===== config.mk =====
export PLATFORM = sky130hd
export DESIGN_NAME = q16_fixed_divide
export DESIGN_NICKNAME = d
export VERILOG_FILES = /design/src/sv/qfd_pkg.sv /design/src/sv/q16_fixed_divide.sv /design/src/sv/qfd_dpath.sv /design/src/sv/qfd_ctrl.sv
export SDC_FILE = /design/constraint.sdc
export NUM_CORES = 1
export LEC_CHECK = 0
export ABC_AREA = 1
export ABC_CLOCK_PERIOD_IN_PS = 3000
export BUFFER_PORTS_ARGS = -buffer_cell sky130_fd_sc_hd__buf_4
export CAP_MARGIN = 15
export CORE_MARGIN = 2
export CORE_UTILIZATION = 50
export DETAILED_ROUTE_END_ITERATION = 12
export PLACE_DENSITY = 0.72
export SYNTH_ARGS = -nofsm -noshare
export SYNTH_HDL_FRONTEND = slang
export SYNTH_SLANG_ARGS = --single-unit

===== constraint.sdc =====
create_clock -name i_clk -period 3 [get_ports i_clk]
set_clock_uncertainty 0.1 [all_clocks]
set_input_delay 0.3 -clock i_clk [delete_from_list [all_inputs] [get_ports i_clk]]
set_output_delay 0.3 -clock i_clk [all_outputs]
set_load 0.02 [all_outputs]

===== src/sv/qfd_pkg.sv =====
// ----------------------------------------------------------------------------
// qfd_pkg: shared types and constants of the Q16.16 fixed-point divider
// Word widths, configuration register indexes and the command/status
// structs that join the controller and the datapath.
// ----------------------------------------------------------------------------
package qfd_pkg;

    localparam int Q_W         = 32;
    localparam int CFG_INDEX_W = 8;
    localparam int CFG_DATA_W  = 32;

    // Most negative value, returned on every error
    localparam logic [Q_W-1:0] Q_MIN = {1'b1, {(Q_W-1){1'b0}}};

    // Configuration register indexes
    localparam logic [CFG_INDEX_W-1:0] CFG_OVF_CHECK = CFG_INDEX_W'(0);
    localparam logic [CFG_INDEX_W-1:0] CFG_ROUNDING  = CFG_INDEX_W'(1);

    typedef struct packed {
        logic ovf_en;
        logic rnd_en;
    } t_cfg;

    // Controller to datapath
    typedef struct packed {
        logic load;      // capture operands
        logic scale;     // shift divisor and bit weight up
        logic set_ovf;   // mark scaling overflow
        logic top_step;  // step at the divisor's top bit
        logic div_step;  // one restoring step
        logic round;     // conditional round-up
        logic finish;    // sign, error checks, load output register
    } t_dp_cmd;

    // Datapath to controller
    typedef struct packed {
        logic in_div_zero; // divisor on the input port is zero
        logic div_lt_rem;  // scaled divisor still below remainder
        logic bit_zero;    // bit weight is zero
        logic rem_zero;    // remainder is zero
    } t_dp_stat;

endpackage


===== src/sv/q16_fixed_divide.sv =====
// ----------------------------------------------------------------------------
// q16_fixed_divide: signed Q16.16 fixed-point divider
// Restoring divider with optional rounding and overflow check, one
// transaction at a time, with a registered result.
// ----------------------------------------------------------------------------
// Usage: one transaction (dividend, divisor) gives one quotient. A transaction
// is accepted only when the divider is idle, then scales the divisor by k
// doublings to reach the dividend's magnitude (0 to 31), passes the top-bit
// step and m restoring steps (at most FRAC_BITS + 1 + k, fewer when the
// remainder runs out), rounds and formats the result. Both counts come from
// the single shared compare/subtract that the sequencer steps once per cycle;
// a zero divisor or a scaling overflow goes straight to formatting. The
// result sits in an output register, so the next transaction is taken while
// the previous quotient waits. Registers: index 0 enables the overflow check
// and index 1 enables rounding, both on after reset; only bit 0 of the data
// is kept, other indexes are ignored. Write them only while idle.
// ----------------------------------------------------------------------------
module q16_fixed_divide import qfd_pkg::*; #(
    parameter int FRAC_BITS = 16
) (
    input  logic                   i_clk,
    input  logic                   i_rst_n,
    // operand channel
    input  logic                   i_in_valid,
    output logic                   o_in_ready,
    input  logic signed [Q_W-1:0]  i_dividend,
    input  logic signed [Q_W-1:0]  i_divisor,
    // result channel
    output logic                   o_out_valid,
    input  logic                   i_out_ready,
    output logic signed [Q_W-1:0]  o_quotient,
    output logic                   o_divide_by_zero,
    output logic                   o_overflowed,
    // configuration channel
    input  logic                   i_cfg_valid,
    output logic                   o_cfg_ready,
    input  logic [CFG_INDEX_W-1:0] i_cfg_index,
    input  logic [CFG_DATA_W-1:0]  i_cfg_data
);

    t_cfg     r_cfg;
    t_dp_cmd  cmd;
    t_dp_stat stat;

    // Configuration registers
    always_ff @(posedge i_clk) begin
        if (!i_rst_n) begin
            r_cfg.ovf_en <= 1'b1;
            r_cfg.rnd_en <= 1'b1;
        end else if (i_cfg_valid) begin
            if (i_cfg_index == CFG_OVF_CHECK) begin
                r_cfg.ovf_en <= i_cfg_data[0];
            end
            if (i_cfg_index == CFG_ROUNDING) begin
                r_cfg.rnd_en <= i_cfg_data[0];
            end
        end
    end

    assign o_cfg_ready = 1'b1;

    qfd_ctrl u_ctrl (
        .i_clk       (i_clk),
        .i_rst_n     (i_rst_n),
        .i_in_valid  (i_in_valid),
        .o_in_ready  (o_in_ready),
        .o_out_valid (o_out_valid),
        .i_out_ready (i_out_ready),
        .i_cfg       (r_cfg),
        .i_stat      (stat),
        .o_cmd       (cmd)
    );

    qfd_dpath #(
        .FRAC_BITS (FRAC_BITS)
    ) u_dpath (
        .i_clk            (i_clk),
        .i_rst_n          (i_rst_n),
        .i_cmd            (cmd),
        .i_cfg            (r_cfg),
        .i_dividend       (i_dividend),
        .i_divisor        (i_divisor),
        .o_stat           (stat),
        .o_quotient       (o_quotient),
        .o_divide_by_zero (o_divide_by_zero),
        .o_overflowed     (o_overflowed)
    );

endmodule


===== src/sv/qfd_dpath.sv =====
// ----------------------------------------------------------------------------
// qfd_dpath: datapath of the fixed-point divider
// Remainder, divisor, bit weight and quotient registers around one shared
// compare/subtract, plus the output register.
// ----------------------------------------------------------------------------
module qfd_dpath import qfd_pkg::*; #(
    parameter int FRAC_BITS = 16
) (
    input  logic                  i_clk,
    input  logic                  i_rst_n,
    input  t_dp_cmd               i_cmd,
    input  t_cfg                  i_cfg,
    input  logic signed [Q_W-1:0] i_dividend,
    input  logic signed [Q_W-1:0] i_divisor,
    output t_dp_stat              o_stat,
    output logic signed [Q_W-1:0] o_quotient,
    output logic                  o_divide_by_zero,
    output logic                  o_overflowed
);

    localparam logic [Q_W-1:0] BIT_INIT = {{(Q_W-1){1'b0}}, 1'b1} << FRAC_BITS;

    logic [Q_W-1:0] r_rem, n_rem;
    logic [Q_W-1:0] r_div, n_div;
    logic [Q_W-1:0] r_bit, n_bit;
    logic [Q_W-1:0] r_q,   n_q;
    logic           r_neg, n_neg;
    logic           r_dz,  n_dz;
    logic           r_ovf, n_ovf;

    logic [Q_W-1:0] r_quotient, n_quotient;
    logic           r_dz_out,   n_dz_out;
    logic           r_ovf_out,  n_ovf_out;

    logic [Q_W-1:0] a_u, b_u;
    logic [Q_W:0]   diff;
    logic           ge;
    logic [Q_W-1:0] rem_sub;
    logic [Q_W-1:0] q_set;

    assign a_u = $unsigned(i_dividend);
    assign b_u = $unsigned(i_divisor);

    // Shared compare and subtract
    assign diff    = {1'b0, r_rem} - {1'b0, r_div};
    assign ge      = ~diff[Q_W];
    assign rem_sub = ge ? diff[Q_W-1:0] : r_rem;
    assign q_set   = ge ? (r_q | r_bit) : r_q;

    assign o_stat.in_div_zero = (b_u == '0);
    assign o_stat.div_lt_rem  = ge && (r_rem != r_div);
    assign o_stat.bit_zero    = (r_bit == '0);
    assign o_stat.rem_zero    = (r_rem == '0);

    // Next-state logic of the working registers
    always_comb begin
        n_rem      = r_rem;
        n_div      = r_div;
        n_bit      = r_bit;
        n_q        = r_q;
        n_neg      = r_neg;
        n_dz       = r_dz;
        n_ovf      = r_ovf;
        n_quotient = r_quotient;
        n_dz_out   = r_dz_out;
        n_ovf_out  = r_ovf_out;

        if (i_cmd.load) begin
            n_rem = a_u[Q_W-1] ? (Q_W'(0) - a_u) : a_u;
            n_div = b_u[Q_W-1] ? (Q_W'(0) - b_u) : b_u;
            n_bit = BIT_INIT;
            n_q   = '0;
            n_neg = a_u[Q_W-1] ^ b_u[Q_W-1];
            n_dz  = (b_u == '0);
            n_ovf = 1'b0;
        end

        if (i_cmd.scale) begin
            n_div = {r_div[Q_W-2:0], 1'b0};
            n_bit = {r_bit[Q_W-2:0], 1'b0};
        end

        if (i_cmd.set_ovf) begin
            n_ovf = 1'b1;
        end

        // Divisor landed on the top bit: one step there before the main loop
        if (i_cmd.top_step && r_div[Q_W-1]) begin
            n_rem = rem_sub;
            n_q   = q_set;
            n_div = {1'b0, r_div[Q_W-1:1]};
            n_bit = {1'b0, r_bit[Q_W-1:1]};
        end

        // Restoring step: the remainder moves up, the divisor stays
        if (i_cmd.div_step) begin
            n_rem = {rem_sub[Q_W-2:0], 1'b0};
            n_q   = q_set;
            n_bit = {1'b0, r_bit[Q_W-1:1]};
        end

        if (i_cmd.round && i_cfg.rnd_en && ge) begin
            n_q = r_q + Q_W'(1);
        end

        // Result formatting
        if (i_cmd.finish) begin
            n_dz_out  = 1'b0;
            n_ovf_out = 1'b0;
            priority if (r_dz) begin
                n_quotient = Q_MIN;
                n_dz_out   = 1'b1;
            end else if (r_ovf) begin
                n_quotient = Q_MIN;
                n_ovf_out  = 1'b1;
            end else if (r_neg && i_cfg.ovf_en && (r_q == Q_MIN)) begin
                n_quotient = Q_MIN;
                n_ovf_out  = 1'b1;
            end else if (r_neg) begin
                n_quotient = Q_W'(0) - r_q;
            end else begin
                n_quotient = r_q;
            end
        end
    end

    // Payload registers, no reset needed
    always_ff @(posedge i_clk) begin
        r_rem      <= n_rem;
        r_div      <= n_div;
        r_bit      <= n_bit;
        r_q        <= n_q;
        r_neg      <= n_neg;
        r_dz       <= n_dz;
        r_ovf      <= n_ovf;
        r_quotient <= n_quotient;
        r_dz_out   <= n_dz_out;
        r_ovf_out  <= n_ovf_out;
    end

    assign o_quotient       = $signed(r_quotient);
    assign o_divide_by_zero = r_dz_out;
    assign o_overflowed     = r_ovf_out;

    // Error results always carry the most negative value
    a_err_value: assert property (@(posedge i_clk) disable iff (!i_rst_n)
        i_cmd.finish && (r_dz || r_ovf) |=> (r_quotient == Q_MIN))
        else $error("error result without most negative value");

    // Both flags never raised together
    a_flags_excl: assert property (@(posedge i_clk) disable iff (!i_rst_n)
        $past(i_cmd.finish) |-> !(r_dz_out && r_ovf_out))
        else $error("divide-by-zero and overflow flags both set");

    // Scaling overflow is only marked with a zero bit weight
    a_ovf_bit: assert property (@(posedge i_clk) disable iff (!i_rst_n)
        i_cmd.set_ovf |-> (r_bit == '0))
        else $error("scaling overflow marked with nonzero bit weight");

endmodule


===== src/sv/qfd_ctrl.sv =====
// ----------------------------------------------------------------------------
// qfd_ctrl: sequencer of the fixed-point divider
// Walks a transaction through scaling, top-bit step, restoring loop, rounding
// and formatting (errors jump to formatting); owns the output valid flag.
// ----------------------------------------------------------------------------
module qfd_ctrl import qfd_pkg::*; (
    input  logic     i_clk,
    input  logic     i_rst_n,
    input  logic     i_in_valid,
    output logic     o_in_ready,
    output logic     o_out_valid,
    input  logic     i_out_ready,
    input  t_cfg     i_cfg,
    input  t_dp_stat i_stat,
    output t_dp_cmd  o_cmd
);

    typedef enum logic [2:0] {
        S_IDLE,
        S_SCALE,
        S_TOP,
        S_DIV,
        S_ROUND,
        S_FINISH
    } t_state;

    t_state  r_state, n_state;
    logic    r_out_valid, n_out_valid;
    t_dp_cmd cmd;

    // Next state and commands
    always_comb begin
        n_state     = r_state;
        n_out_valid = r_out_valid && !i_out_ready;
        cmd         = '0;
        unique case (r_state)
            S_IDLE: begin
                if (i_in_valid) begin
                    cmd.load = 1'b1;
                    n_state  = i_stat.in_div_zero ? S_FINISH : S_SCALE;
                end
            end
            S_SCALE: begin
                if (i_stat.div_lt_rem) begin
                    cmd.scale = 1'b1;
                end else if (i_cfg.ovf_en && i_stat.bit_zero) begin
                    cmd.set_ovf = 1'b1;
                    n_state     = S_FINISH;
                end else begin
                    n_state = S_TOP;
                end
            end
            S_TOP: begin
                cmd.top_step = 1'b1;
                n_state      = S_DIV;
            end
            S_DIV: begin
                if (!i_stat.bit_zero && !i_stat.rem_zero) begin
                    cmd.div_step = 1'b1;
                end else begin
                    n_state = S_ROUND;
                end
            end
            S_ROUND: begin
                cmd.round = 1'b1;
                n_state   = S_FINISH;
            end
            S_FINISH: begin
                // Wait for the output register to free up
                if (!r_out_valid || i_out_ready) begin
                    cmd.finish  = 1'b1;
                    n_out_valid = 1'b1;
                    n_state     = S_IDLE;
                end
            end
            default: n_state = S_IDLE;
        endcase
    end

    // State and registered outputs
    always_ff @(posedge i_clk) begin
        if (!i_rst_n) begin
            r_state     <= S_IDLE;
            r_out_valid <= 1'b0;
        end else begin
            r_state     <= n_state;
            r_out_valid <= n_out_valid;
        end
    end

    assign o_in_ready  = (r_state == S_IDLE);
    assign o_out_valid = r_out_valid;
    assign o_cmd       = cmd;

    // A result never overwrites one still waiting
    a_no_overwrite: assert property (@(posedge i_clk) disable iff (!i_rst_n)
        cmd.finish |-> (!r_out_valid || i_out_ready))
        else $error("output register overwritten");

    // Restoring steps only while bit weight and remainder are nonzero
    a_step_guard: assert property (@(posedge i_clk) disable iff (!i_rst_n)
        cmd.div_step |-> (!i_stat.bit_zero && !i_stat.rem_zero))
        else $error("restoring step past end of loop");

    // One transaction at a time
    a_busy_after_load: assert property (@(posedge i_clk) disable iff (!i_rst_n)
        cmd.load |=> !o_in_ready)
        else $error("input accepted while busy");

    // Scaling stops as soon as the divisor reaches the remainder
    a_scale_guard: assert property (@(posedge i_clk) disable iff (!i_rst_n)
        cmd.scale |-> i_stat.div_lt_rem)
        else $error("divisor scaled past remainder");

endmodule

==> impl_metrics.tcl <==
set metrics [dict create \
    synth_async_sr_flop_share_pct 0 \
    routed_wirelength_um 39900 \
    post_synth_instance_area_sq_um 14200 \
    ioPinCount 146 \
    syn_nets 2257 \
    placedCellCount 2565 \
    final-max-slew-violation-count 0 \
    number_of_global_route_vias_before_repair 13273 \
    synth_sequential_area_ratio_pct 35.4 \
    required_ns 3.20 \
    timing.critical_path.arrival_ns 3.01 \
    min_period_over_period_pct 93.7 \
    rsz_0062_raised_after_global_routing "false" \
    vdd_ir_drop_max_mv 0.669 \
    clkSlewWorstSetupHoldPaths_ns 0.08 \
    timing.final.setup_violations 0 \
    finish.cell_count_without_fillers 2605 \
    fp-row-count 61 \
    cp_max_fo 20 \
    num-fill-cells 2632 \
    static-leakage-power_nw 7.79 \
    finalCoreUtilization_pct 58.5 \
    clock_path_buffers 2 \
    avgRoutedWirePerCell_um 15.3 \
    drt-vias-per-instance 5.31 \
    yosys_warnings 0 \
    criticalPathCategory "flop to flop" \
    grt_overflow_total 0 \
    proportion_of_layout_cells_with_a_drive_suffix_above_1_pct 10.4 \
    route.antenna.remaining_nets 0 \
    netlist.area_leader.share_pct 34.0 \
    io_buffers 113 \
    grt_first_pass_wirelength_um 63800 \
    dieArea_sq_um 29800 \
    hold_path_depth 3 \
    synthMostInstantiatedCell "sky130_fd_sc_hd__nand2_1" \
    final_hold_viol_count 0 \
    syn_to_final_growth_pct 14.7 \
    fin_nets 2360 \
    clock_tree_from_tritoncts "done" \
    whs_ns 0.0378 \
    placedInstanceArea_sq_um 15500 \
    synth_top_flop_cell "sky130_fd_sc_hd__edfxtp_1" \
    post-layout-total-power_mw 17.3 \
    post-route-drc-count 0 \
    worst_slew_pin_slew_ns 0.582 \
    headroom_to_the_max_slew_limit_pct 60.9 \
    post-route-min-period_ns 2.81 \
    holdCritPathClass "input pin to flop" \
    gp_routability_congestion 0.943 \
    dpl_worst_slack_ns 0.172 \
    floorplan.initialDensity_pct 51.0 \
    antenna_violations_before_repair 0 \
    dieHeight_um 173 \
    netlist_instances 2111 \
    cap_viol_max_count 0 \
    cts_made_buffers 17 \
    clk_latency_ns 0.45 \
    first_pass_iters 5 \
    timing.reg2reg.worst_path_depth 15 \
    floorplan.die.width_um 173 \
    synth_area_leader_cell "sky130_fd_sc_hd__edfxtp_1" \
    end_kind "flop" \
    power.density_cell_area_nw_per_um2 1060 \
    insertedDiodeCount 0 \
    synth_area_per_cell_sq_um 6.73 \
    number_of_synthesized_flops_with_an_enable_pin 161 \
    routed-via-count 13834 \
    post_synth_main_area_contributors "sky130_fd_sc_hd__edfxtp_1 (34%), sky130_fd_sc_hd__nand2_1 (17%), sky130_fd_sc_hd__inv_1 (8.5%)" \
    floorplan.core_area_sq_um 27900 \
    initialDrtViolationCount 1089 \
    list_of_most_frequent_post_synthesis_cells "sky130_fd_sc_hd__nand2_1 (646), sky130_fd_sc_hd__inv_1 (323), sky130_fd_sc_hd__nand3_1 (220), sky130_fd_sc_hd__nor2_1 (208), sky130_fd_sc_hd__edfxtp_1 (161)" \
    outcome "complete, no violations" \
    clk_root_buffer_cell "sky130_fd_sc_hd__clkbuf_16" \
    htreeDepth 4 \
    timing.critical_path.from_type "flop" \
    max_clock_freq_mhz 356 \
    yosys_register_bits 171 \
    summed_area_of_non_filler_cells_in_the_final_layout_sq_um 16300 \
    synth_cell_types 47 \
    worst_slack_ns 0.189 \
    grt_start_max_net_pins 40 \
    tns_ns 0 \
    groute.usage.overall_pct 26.2 \
    clkSinkCount 171 \
    dpl.hpwl_um 30200 \
]
## power breakdown
part / total (mW) / switching, mW / internal [mW]
Clock: 2.22 / 1.10 / 1.11
Sequential: 4.81 / 0.808 / 4.01
Combinational: 10.3 / 6.72 / 3.55
## cells in the final DEF (no fill, tap or decap), drive strengths merged, types with 3 or more instances in the layout
| master | netlist | routed |
|---|---|---|
| o21ai | 72 | 72 |
| nand3 | 221 | 221 |
| buf | 47 | 154 |
| nor4 | 7 | 7 |
| a21oi | 77 | 77 |
| edfxtp | 161 | 161 |
| nand2 | 655 | 655 |
| o22ai | 44 | 44 |
| ha | 36 | 36 |
| inv | 327 | 333 |
| nand3b | 13 | 13 |
| nand4 | 31 | 31 |
| nor2 | 216 | 216 |
| clkinv | 2 | 9 |
| clkbuf | 28 | 22 |
| xnor2 | 17 | 17 |
| nor3 | 37 | 37 |
| dfxtp | 10 | 10 |
| xor2 | 79 | 79 |
| o31ai | 5 | 5 |
| o21bai | 3 | 3 |
| or2 | 11 | 11 |
## cell type report
type | instances | area, sq um | area share [%]
Clock buffer | 18 | 429 | 2.63
Timing Repair Buffer | 159 | 1400 | 8.58
Inverter | 329 | 1240 | 7.59
Sequential cell | 171 | 5040 | 30.9
Clock inverter | 14 | 154 | 0.944
Tap cell | 378 | 473 | 2.90
Multi-Input combinational cell | 1536 | 7570 | 46.4
## registers in the layout (all words and copies together), names as in the netlist, 2 cells and up
name                flops
r_cfg                   2
u_ctrl.r_state          3
u_dpath.o_quotient     32
u_dpath.r_bit          32
u_dpath.r_div          32
u_dpath.r_q            32
u_dpath.r_rem          32
## what timing repair did
item                                    CTS  global route
gates resized for setup                   0             9
endpoints found under the setup margin    0            96
setup buffers                             0             1
hold buffers                              1             0
endpoints found under the hold margin     2             0
## routing by layer
metal | track usage [%] | up-vias | wire, um
met5 | 0 | - | 0
met4 | 10.3 | 0 | 1390
met3 | 3.06 | 86 | 1710
met2 | 49.0 | 399 | 20600
met1 | 30.5 | 6340 | 16200
li1 | - | 7009 | -
## worst paths after layout
| check | startpoint | end | slack [ns] |
|---|---|---|---|
| hold / removal | i_cfg_data[0] | r_cfg[1] | 0.04 |
| setup / recovery | u_dpath.r_div[0] | u_dpath.r_q[24] | 0.19 |
| hold reg to reg | u_dpath.r_rem[0] | u_dpath.r_rem[0] | 0.37 |
| setup reg to reg | u_dpath.r_div[0] | u_dpath.r_q[24] | 0.19 |
## kinds of logic after synthesis
family                   count (synthesis)  synth area share [%]
AND/OR/NAND/NOR                       1195                  35.7
buffers and inverters                  404                  11.6
AO/OA/AOI/OAI                          207                  8.06
flip-flops                             171                  35.4
XOR/XNOR                                96                  5.92
adder cells (fa/ha/maj)                 37                  3.31
other                                    1                0.0264
## critical path, stage by stage (launching register included)
cell,delay [ns]
sky130_fd_sc_hd__edfxtp_1,0.40
sky130_fd_sc_hd__ha_2,0.21
sky130_fd_sc_hd__fa_1,0.36
sky130_fd_sc_hd__inv_1,0.10
sky130_fd_sc_hd__nand2_1,0.09
sky130_fd_sc_hd__nand2_1,0.07
sky130_fd_sc_hd__nand3b_1,0.09
sky130_fd_sc_hd__nand2_2,0.10
sky130_fd_sc_hd__nand2_2,0.05
sky130_fd_sc_hd__nand2_2,0.08
sky130_fd_sc_hd__nand2_2,0.08
sky130_fd_sc_hd__nand2_4,0.16
sky130_fd_sc_hd__nand2_4,0.14
sky130_fd_sc_hd__inv_2,0.35
sky130_fd_sc_hd__o21ai_1,0.16
sky130_fd_sc_hd__o22ai_2,0.12
Power figures use the tool's default switching activity.
